$ cat config.mk
export PLATFORM = sky130hd
export DESIGN_NAME = point_in_sphere_or_capsule_top
export DESIGN_NICKNAME = d
export VERILOG_FILES = /design/src/hw/rtl/pisc_pkg.sv /design/src/hw/rtl/pisc_diff.sv /design/src/hw/rtl/pisc_square.sv /design/src/hw/rtl/pisc_cmp.sv /design/src/hw/rtl/point_in_sphere_or_capsule_top.sv
export SDC_FILE = /design/constraint.sdc
export NUM_CORES = 2
export LEC_CHECK = 0
export BUFFER_PORTS_ARGS = -buffer_cell sky130_fd_sc_hd__clkbuf_2
export CORE_ASPECT_RATIO = 0.7
export CORE_MARGIN = 4
export CORE_UTILIZATION = 63
export CTS_CLUSTER_DIAMETER = 200
export DETAILED_ROUTE_END_ITERATION = 10
export GPL_TIMING_DRIVEN = 0
export PLACE_DENSITY = 0.86
export SETUP_SLACK_MARGIN = 0.5
export SLEW_MARGIN = 5
export SYNTH_ARGS = -nofsm -noshare
export SYNTH_HDL_FRONTEND = slang
export SYNTH_HIERARCHICAL = 1
export SYNTH_SLANG_ARGS = --single-unit
$ cat constraint.sdc
create_clock -name clk -period 10.6 [get_ports clk]
set_input_delay 2.12 -clock clk [delete_from_list [all_inputs] [get_ports clk]]
set_output_delay 2.12 -clock clk [all_outputs]
set_load 0.01 [all_outputs]
$ cat src/hw/rtl/pisc_pkg.sv
package pisc_pkg;

	typedef enum logic [2:0] {
		CFG_CENTER_X       = 3'd0,
		CFG_CENTER_Y       = 3'd1,
		CFG_CENTER_Z       = 3'd2,
		CFG_SPHERE_RADIUS  = 3'd3,
		CFG_CAPSULE_BASE_Y = 3'd4,
		CFG_CAPSULE_RADIUS = 3'd5,
		CFG_CAPSULE_HEIGHT = 3'd6
	} cfg_index_t;

	localparam int unsigned CfgIndexBits = 3;
	localparam int unsigned OutBytes     = 1;

	// per-stage load enables
	typedef struct packed {
		logic s1;
		logic s2;
		logic s3;
		logic s4;
		logic s5;
	} pipe_en_t;

endpackage

$ cat src/hw/rtl/pisc_diff.sv
module pisc_diff #(
	parameter int unsigned COORD_BITS = 16,
	parameter int unsigned MAG_BITS   = COORD_BITS + 2
) (
	input  logic                         clk,
	input  pisc_pkg::pipe_en_t           en,
	input  logic signed [COORD_BITS-1:0] point_x,
	input  logic signed [COORD_BITS-1:0] point_y,
	input  logic signed [COORD_BITS-1:0] point_z,
	input  logic signed [COORD_BITS-1:0] center_x,
	input  logic signed [COORD_BITS-1:0] center_y,
	input  logic signed [COORD_BITS-1:0] center_z,
	input  logic signed [COORD_BITS-1:0] capsule_base_y,
	input  logic        [COORD_BITS-2:0] capsule_radius,
	input  logic        [COORD_BITS-2:0] capsule_height,
	output logic        [MAG_BITS-1:0]   mag_x_s2,
	output logic        [MAG_BITS-1:0]   mag_z_s2,
	output logic        [MAG_BITS-1:0]   mag_c_s2,
	output logic        [MAG_BITS-1:0]   mag_1_s2,
	output logic        [MAG_BITS-1:0]   mag_2_s2,
	output logic                         cyl_s2
);

	localparam int unsigned DW = COORD_BITS + 1;
	localparam int unsigned YW = COORD_BITS + 2;
	localparam int unsigned EW = COORD_BITS + 3;

	logic signed [DW-1:0] dx_s1, dz_s1, dc_s1;
	logic signed [YW-1:0] y1_s1, y2_s1;
	logic signed [COORD_BITS-1:0] py_s1;

	logic signed [EW-1:0] py_e, y1_e, y2_e, dy1, dy2;
	logic [EW-1:0] dy1_abs, dy2_abs;
	logic [DW-1:0] dx_abs, dz_abs, dc_abs;
	logic cyl_hit;

	always_ff @(posedge clk) begin
		if (en.s1) begin
			dx_s1 <= DW'(point_x) - DW'(center_x);
			dz_s1 <= DW'(point_z) - DW'(center_z);
			dc_s1 <= DW'(point_y) - DW'(center_y);
			y1_s1 <= YW'(capsule_base_y) + $signed({3'b000, capsule_radius});
			y2_s1 <= YW'(capsule_base_y) + $signed({3'b000, capsule_height})
				- $signed({3'b000, capsule_radius});
			py_s1 <= point_y;
		end
	end

	always_comb begin
		py_e    = EW'(py_s1);
		y1_e    = EW'(y1_s1);
		y2_e    = EW'(y2_s1);
		dy1     = py_e - y1_e;
		dy2     = py_e - y2_e;
		dy1_abs = dy1[EW-1] ? EW'(-dy1) : EW'(dy1);
		dy2_abs = dy2[EW-1] ? EW'(-dy2) : EW'(dy2);
		dx_abs  = dx_s1[DW-1] ? DW'(-dx_s1) : DW'(dx_s1);
		dz_abs  = dz_s1[DW-1] ? DW'(-dz_s1) : DW'(dz_s1);
		dc_abs  = dc_s1[DW-1] ? DW'(-dc_s1) : DW'(dc_s1);
		cyl_hit = (py_e > y1_e && py_e < y2_e) || (py_e > y2_e && py_e < y1_e);
	end

	always_ff @(posedge clk) begin
		if (en.s2) begin
			mag_x_s2 <= MAG_BITS'(dx_abs);
			mag_z_s2 <= MAG_BITS'(dz_abs);
			mag_c_s2 <= MAG_BITS'(dc_abs);
			mag_1_s2 <= dy1_abs[MAG_BITS-1:0];
			mag_2_s2 <= dy2_abs[MAG_BITS-1:0];
			cyl_s2   <= cyl_hit;
		end
	end

endmodule

$ cat src/hw/rtl/pisc_square.sv
module pisc_square #(
	parameter int unsigned COORD_BITS = 16,
	parameter int unsigned MAG_BITS   = COORD_BITS + 2
) (
	input  logic                            clk,
	input  pisc_pkg::pipe_en_t              en,
	input  logic [MAG_BITS-1:0]             mag_x_s2,
	input  logic [MAG_BITS-1:0]             mag_z_s2,
	input  logic [MAG_BITS-1:0]             mag_c_s2,
	input  logic [MAG_BITS-1:0]             mag_1_s2,
	input  logic [MAG_BITS-1:0]             mag_2_s2,
	input  logic                            cyl_s2,
	input  logic [COORD_BITS-2:0]           sphere_radius,
	input  logic [COORD_BITS-2:0]           capsule_radius,
	output logic [2*MAG_BITS-1:0]           sq_x_s3,
	output logic [2*MAG_BITS-1:0]           sq_z_s3,
	output logic [2*MAG_BITS-1:0]           sq_c_s3,
	output logic [2*MAG_BITS-1:0]           sq_1_s3,
	output logic [2*MAG_BITS-1:0]           sq_2_s3,
	output logic [2*COORD_BITS-3:0]         sr2_s3,
	output logic [2*COORD_BITS-3:0]         cr2_s3,
	output logic                            cyl_s3
);

	localparam int unsigned SW = 2 * MAG_BITS;
	localparam int unsigned RW = 2 * (COORD_BITS - 1);

	always_ff @(posedge clk) begin
		if (en.s3) begin
			sq_x_s3 <= SW'(mag_x_s2) * SW'(mag_x_s2);
			sq_z_s3 <= SW'(mag_z_s2) * SW'(mag_z_s2);
			sq_c_s3 <= SW'(mag_c_s2) * SW'(mag_c_s2);
			sq_1_s3 <= SW'(mag_1_s2) * SW'(mag_1_s2);
			sq_2_s3 <= SW'(mag_2_s2) * SW'(mag_2_s2);
			sr2_s3  <= RW'(sphere_radius) * RW'(sphere_radius);
			cr2_s3  <= RW'(capsule_radius) * RW'(capsule_radius);
			cyl_s3  <= cyl_s2;
		end
	end

endmodule

$ cat src/hw/rtl/pisc_cmp.sv
module pisc_cmp #(
	parameter int unsigned COORD_BITS = 16,
	parameter int unsigned MAG_BITS   = COORD_BITS + 2
) (
	input  logic                    clk,
	input  pisc_pkg::pipe_en_t      en,
	input  logic [2*MAG_BITS-1:0]   sq_x_s3,
	input  logic [2*MAG_BITS-1:0]   sq_z_s3,
	input  logic [2*MAG_BITS-1:0]   sq_c_s3,
	input  logic [2*MAG_BITS-1:0]   sq_1_s3,
	input  logic [2*MAG_BITS-1:0]   sq_2_s3,
	input  logic [2*COORD_BITS-3:0] sr2_s3,
	input  logic [2*COORD_BITS-3:0] cr2_s3,
	input  logic                    cyl_s3,
	output logic                    inside_s5
);

	localparam int unsigned SW = 2 * MAG_BITS;
	localparam int unsigned AW = SW + 2;

	logic [SW:0]   horiz_s4;
	logic [SW-1:0] sq_c_s4, sq_1_s4, sq_2_s4;
	logic [AW-1:0] sr2_s4, cr2_s4;
	logic          cyl_s4;

	logic [AW-1:0] sum_c, sum_1, sum_2, horiz_e;
	logic          hit;

	always_ff @(posedge clk) begin
		if (en.s4) begin
			horiz_s4 <= (SW+1)'(sq_x_s3) + (SW+1)'(sq_z_s3);
			sq_c_s4  <= sq_c_s3;
			sq_1_s4  <= sq_1_s3;
			sq_2_s4  <= sq_2_s3;
			sr2_s4   <= AW'(sr2_s3);
			cr2_s4   <= AW'(cr2_s3);
			cyl_s4   <= cyl_s3;
		end
	end

	always_comb begin
		horiz_e = AW'(horiz_s4);
		sum_c   = horiz_e + AW'(sq_c_s4);
		sum_1   = horiz_e + AW'(sq_1_s4);
		sum_2   = horiz_e + AW'(sq_2_s4);
		hit     = (sum_c < sr2_s4) || (sum_1 < cr2_s4) || (sum_2 < cr2_s4)
			|| (cyl_s4 && horiz_e < cr2_s4);
	end

	always_ff @(posedge clk) begin
		if (en.s5) begin
			inside_s5 <= hit;
		end
	end

endmodule

$ cat src/hw/rtl/point_in_sphere_or_capsule_top.sv
// Channel  Dir  Signals                                Contents
// s_axis   in   s_tvalid s_tready s_tdata              point_x, point_y, point_z
// m_axis   out  m_tvalid m_tready m_tdata              inside_res
// cfg      in   cfg_valid cfg_ready cfg_index cfg_data register index, value
//
// Five register stages: differences, magnitudes, squares, horizontal sum,
// final sum and strict compares. One point per cycle when the output is not stalled.
// Each stage loads when empty or when the stage after it moves, so bubbles
// close up and a stalled result does not block intake until the pipe is full.
// arst_n clears valid bits and all config registers; cfg_ready is always high.
module point_in_sphere_or_capsule_top #(
	parameter int unsigned COORD_BITS = 16
) (
	input  logic                              clk,
	input  logic                              arst_n,
	input  logic                              s_tvalid,
	output logic                              s_tready,
	// [W-1:0] point_x, [2W-1:W] point_y, [3W-1:2W] point_z, zero fill above
	input  logic [((3*COORD_BITS+7)/8)*8-1:0] s_tdata,
	output logic                              m_tvalid,
	input  logic                              m_tready,
	// [0] inside_res, zero fill above
	output logic [8*pisc_pkg::OutBytes-1:0]   m_tdata,
	input  logic                              cfg_valid,
	output logic                              cfg_ready,
	input  logic [pisc_pkg::CfgIndexBits-1:0] cfg_index,
	input  logic [COORD_BITS-1:0]             cfg_data
);

	localparam int unsigned W  = COORD_BITS;
	localparam int unsigned MW = COORD_BITS + 2;

	logic signed [W-1:0] center_x_q, center_y_q, center_z_q, capsule_base_y_q;
	logic [W-2:0] sphere_radius_q, capsule_radius_q, capsule_height_q;

	logic v_s1, v_s2, v_s3, v_s4, v_s5;
	logic rdy1, rdy2, rdy3, rdy4, rdy5;
	pisc_pkg::pipe_en_t en;

	logic [MW-1:0] mag_x_s2, mag_z_s2, mag_c_s2, mag_1_s2, mag_2_s2;
	logic cyl_s2;
	logic [2*MW-1:0] sq_x_s3, sq_z_s3, sq_c_s3, sq_1_s3, sq_2_s3;
	logic [2*W-3:0] sr2_s3, cr2_s3;
	logic cyl_s3;
	logic inside_s5;

	assign cfg_ready = 1'b1;

	always_ff @(posedge clk or negedge arst_n) begin
		if (!arst_n) begin
			center_x_q       <= '0;
			center_y_q       <= '0;
			center_z_q       <= '0;
			sphere_radius_q  <= '0;
			capsule_base_y_q <= '0;
			capsule_radius_q <= '0;
			capsule_height_q <= '0;
		end else if (cfg_valid && cfg_ready) begin
			case (pisc_pkg::cfg_index_t'(cfg_index))
				pisc_pkg::CFG_CENTER_X:       center_x_q       <= cfg_data;
				pisc_pkg::CFG_CENTER_Y:       center_y_q       <= cfg_data;
				pisc_pkg::CFG_CENTER_Z:       center_z_q       <= cfg_data;
				pisc_pkg::CFG_SPHERE_RADIUS:  sphere_radius_q  <= cfg_data[W-2:0];
				pisc_pkg::CFG_CAPSULE_BASE_Y: capsule_base_y_q <= cfg_data;
				pisc_pkg::CFG_CAPSULE_RADIUS: capsule_radius_q <= cfg_data[W-2:0];
				pisc_pkg::CFG_CAPSULE_HEIGHT: capsule_height_q <= cfg_data[W-2:0];
				default: ;
			endcase
		end
	end

	assign rdy5 = !v_s5 || m_tready;
	assign rdy4 = !v_s4 || rdy5;
	assign rdy3 = !v_s3 || rdy4;
	assign rdy2 = !v_s2 || rdy3;
	assign rdy1 = !v_s1 || rdy2;

	assign en.s1 = rdy1;
	assign en.s2 = rdy2;
	assign en.s3 = rdy3;
	assign en.s4 = rdy4;
	assign en.s5 = rdy5;

	assign s_tready = rdy1;
	assign m_tvalid = v_s5;
	assign m_tdata  = {{(8*pisc_pkg::OutBytes-1){1'b0}}, inside_s5};

	always_ff @(posedge clk or negedge arst_n) begin
		if (!arst_n) begin
			v_s1 <= 1'b0;
			v_s2 <= 1'b0;
			v_s3 <= 1'b0;
			v_s4 <= 1'b0;
			v_s5 <= 1'b0;
		end else begin
			if (rdy1) v_s1 <= s_tvalid;
			if (rdy2) v_s2 <= v_s1;
			if (rdy3) v_s3 <= v_s2;
			if (rdy4) v_s4 <= v_s3;
			if (rdy5) v_s5 <= v_s4;
		end
	end

	pisc_diff #(
		.COORD_BITS(W),
		.MAG_BITS  (MW)
	) u_diff (
		.clk           (clk),
		.en            (en),
		.point_x       ($signed(s_tdata[W-1:0])),
		.point_y       ($signed(s_tdata[2*W-1:W])),
		.point_z       ($signed(s_tdata[3*W-1:2*W])),
		.center_x      (center_x_q),
		.center_y      (center_y_q),
		.center_z      (center_z_q),
		.capsule_base_y(capsule_base_y_q),
		.capsule_radius(capsule_radius_q),
		.capsule_height(capsule_height_q),
		.mag_x_s2      (mag_x_s2),
		.mag_z_s2      (mag_z_s2),
		.mag_c_s2      (mag_c_s2),
		.mag_1_s2      (mag_1_s2),
		.mag_2_s2      (mag_2_s2),
		.cyl_s2        (cyl_s2)
	);

	pisc_square #(
		.COORD_BITS(W),
		.MAG_BITS  (MW)
	) u_square (
		.clk           (clk),
		.en            (en),
		.mag_x_s2      (mag_x_s2),
		.mag_z_s2      (mag_z_s2),
		.mag_c_s2      (mag_c_s2),
		.mag_1_s2      (mag_1_s2),
		.mag_2_s2      (mag_2_s2),
		.cyl_s2        (cyl_s2),
		.sphere_radius (sphere_radius_q),
		.capsule_radius(capsule_radius_q),
		.sq_x_s3       (sq_x_s3),
		.sq_z_s3       (sq_z_s3),
		.sq_c_s3       (sq_c_s3),
		.sq_1_s3       (sq_1_s3),
		.sq_2_s3       (sq_2_s3),
		.sr2_s3        (sr2_s3),
		.cr2_s3        (cr2_s3),
		.cyl_s3        (cyl_s3)
	);

	pisc_cmp #(
		.COORD_BITS(W),
		.MAG_BITS  (MW)
	) u_cmp (
		.clk      (clk),
		.en       (en),
		.sq_x_s3  (sq_x_s3),
		.sq_z_s3  (sq_z_s3),
		.sq_c_s3  (sq_c_s3),
		.sq_1_s3  (sq_1_s3),
		.sq_2_s3  (sq_2_s3),
		.sr2_s3   (sr2_s3),
		.cr2_s3   (cr2_s3),
		.cyl_s3   (cyl_s3),
		.inside_s5(inside_s5)
	);

endmodule
==> out/metrics.yaml <==
regArea_um2: 21800
reg2regPathDepth: 22
grt_max_degree: 111
grt.overflow.total: 0
gr-usage-all-layers_pct: 32.8
synth_async_sr_flop_share_pct: 15.3
n_fill_cell: 11592
period_minus_slack_ns: 7.87
floorplan.initialDensity_pct: 63.4
dp.cells: 12090
synth_warnings: 6
cts_root_buffer: "clkbuf_16"
grt_pass1_wl_um: 415000
seq_area_frac_synth_pct: 22.1
die_w_um: 481
maxSlewViolCount: 0
slew_headroom_pct: 15.3
cts_htree_levels: 3
vias: 71398
critPathMaxFanout: 10
clock_path_buffers: 3
drt_iter0_markers: 7100
critPathMaxStageDelay_ns: 0.68
rows: 121
setup_viol: 0
synth-edff-count: 631
arrival_ns: 8.27
cts_resized: 0
stdcell_count: 12245
coreArea_um2: 155000
crit_path_top_delay_cell: "clkbuf_1"
status: "complete, no violations"
die_h_um: 339
netlist_area_um2: 98600
multiInputGateArea_um2: 67200
final_nets: 12671
fin_skew_ns: 0.0637
syn_to_final_growth_pct: 6.20
synth.distinct_cells: 104
cts_buffers: 81
crit_chain: "clkbuf_1 -> nand2_1 -> fa_1 -> inv_1 -> fa_1 -> inv_1 -> fa_1 -> fa_1 -> inv_1 -> fa_1 -> inv_1 -> fa_1 -> inv_1 -> ha_1 -> and3_1 -> o211ai_1 -> a21oi_1 -> o21ai_1 -> a31oi_1 -> o21a_1 -> a41oi_1 -> xnor2_1"
hp-start: "u_square/cr2_s3[24]"
setup_tns_ns: 0
reg2reg_from: "u_diff/mag_z_s2[9]"
cp.required_ns: 11.00
drc: 0
boundaryPins: 83
worstSetupPathType: "flop to flop"
tritoncts: "done"
maxCapViolCount: 0
min_to: "u_cmp/cr2_s4[24]"
dieArea_um2: 163000
portBuffers: 70
gp_congestion: 1.00
period_share_pct: 74.2
rsz0062_at_grt: "false"
hold_viol_final: 0
clock_latency_ns: 0.73
ant_nets: 0
hold_class: "flop to flop"
worst_hold_path.num_cells: 0
cts_setup_buffers: 0
fmax_mhz: 127
tightest_slew_ns: 1.25
vias_per_cell: 5.83
path_clk_slew_ns: 0.06
regToRegSetupSlack_ns: 2.73
cp_common_cell: "fa_1"
drive_above_1_share_pct: 4.57
cp-end-kind: "flop"
cts.sinks: 745
critPathLaunchType: "flop"
grt_pass1_vias: 74344
syn_avg_cell_area_um2: 9.97
synth_ff_type: "edfxtp_1"
wl_um: 264000
dr.pass1.iters: 8
timing.rr.end: "u_square/sq_z_s3[27]"
grt_antenna_before_repair: 21
cts_hold_buf: 0
ys_ff_latch: 745
synth_cells: 9897
dp_hpwl_um: 218000
wl_per_cell_um: 21.6
-- worst max-delay path by stage --
| stage | end | from | depth (start not counted) |
|---|---|---|---|
| 6_report | u_square/sq_z_s3[27] | u_diff/mag_z_s2[9] | 22 |
| 5_1_grt | u_square/sq_z_s3[27] | u_diff/mag_z_s2[4] | 22 |
| 4_1_cts | u_square/sq_2_s3[32] | u_diff/mag_2_s2[9] | 24 |
| 3_5_place_dp | u_square/sq_2_s3[32] | u_diff/mag_2_s2[9] | 24 |
| 3_3_place_gp | u_cmp/sq_c_s4[21] | m_tready | 2 |
| 2_1_floorplan | u_cmp/cr2_s4[0] | m_tready | 1 |
-- layout by cell type (no fill, tap or decap), types with 17 or more instances in the layout --
cell / instances
xor2_1: 150
o31ai_1: 46
buf_4: 23
a31oi_1: 54
and3_1: 40
mux2_2: 106
o211ai_1: 27
conb_1: 18
a211oi_1: 39
a21oi_1: 440
nand4_1: 63
nor3_1: 71
o21ai_1: 37
edfxtp_1: 631
nor2_1: 267
fa_1: 1389
dfrtp_1: 114
nor2b_1: 83
nand2_1: 800
clkbuf_2: 71
clkbuf_16: 81
o21ai_0: 194
inv_1: 2325
nand2b_1: 76
o21a_1: 57
clkbuf_1: 189
o21bai_1: 62
nand3_1: 89
or2_2: 35
ha_1: 1128
a21o_1: 236
and2_1: 391
xnor2_1: 384
a21boi_0: 17
or3_1: 23
-- state kept, by name (all words and copies together), names as in the netlist, 18 cells and up --
| name | cells |
|---|---|
| u_square/sq_x_s3 | 35 |
| u_square/sq_z_s3 | 35 |
| u_square/sq_1_s3 | 35 |
| u_square/cr2_s3 | 29 |
| u_cmp/sq_2_s4 | 36 |
| u_square/sq_c_s3 | 35 |
| u_cmp/sq_1_s4 | 36 |
| u_square/sr2_s3 | 29 |
| u_cmp/sr2_s4 | 30 |
| u_cmp/sq_c_s4 | 36 |
| u_diff/mag_2_s2 | 18 |
| u_square/sq_2_s3 | 35 |
| u_cmp/cr2_s4 | 30 |
| u_diff/mag_1_s2 | 18 |
| u_cmp/horiz_s4 | 37 |
| u_diff/y2_s1 | 18 |
-- area by class of cell --
cell class	count	share of cell area, %
multi-input cells	6613	64.1
flip-flops and latches	745	20.8
inverters	2326	8.34
well taps	2091	2.50
clock buffers	91	2.03
plain buffers	227	0.948
repair buffers	88	0.661
clock inverters	58	0.554
diodes	6	0.0143
-- cell families (layout without fill, tap and decap cells) --
group                      after synthesis  in the layout  share of synthesized area, %
AOI/OAI and AO/OA                     1407           1407                          9.30
muxes                                  126            126                          1.46
adders and majority gates             2517           2517                          42.5
and+or+nand+nor                       2011           2011                          10.0
buffers and inverters                 2553           2790                          9.86
xor gates and xnor gates               534            534                          4.74
DFF                                    745            745                          22.1
other                                    4             24                        0.0152
-- stage by stage --
stage,instance area (um2),utilization (%),worst slack [ns],hold WS [ns]
final,105000,67.4,2.73,0.397
after global routing,105000,67.4,2.42,0.404
after CTS,105000,67.4,2.94,0.400
after detailed placement,102000,65.6,2.97,0.405
after global placement,102000,65.4,-1.13,0.401
after floorplan,98700,-,1.80,0.400
-- routing by layer --
metal  global-route usage [%]  part of all wire (%)  vias to the layer above
met5                        0                 0.063                        -
met3                     11.6                    13                      557
met1                     46.5                    42                    35281
li1                         -                     -                    32000
met2                     47.3                    42                     3536
met4                     10.2                   3.5                       24
-- Yosys cell counts, types with 83 or more instances --
cell type  instances  area, um2
and2_1           391       2450
fa_1            1389      27800
inv_1           2326       8730
clkbuf_1         186        698
nand3_1           90        450
a21oi_1          440       2200
nor2b_1           83        519
o21ai_0          194        971
edfxtp_1         631      18900
nor2_1           267       1000
mux2_2           106       1190
nand2_1          801       3010
xnor2_1          384       3360
ha_1            1128      14100
a21o_1           236       1770
xor2_1           150       1310
dfrtp_1          114       2850
-- critical path: cells and delay by family, from the launching register on --
family                     cells  cell delay [ns]
buffers and inverters          6             0.97
and+or+nand+nor                2             0.48
AOI/OAI and AO/OA              6             1.48
DFF                            1             0.63
xor gates and xnor gates       1             0.54
adders and majority gates      7             3.45
Power is left out: the tool's default activity adds up to more than one toggle a clock period on the data nets, which glitch-free logic cannot reach.
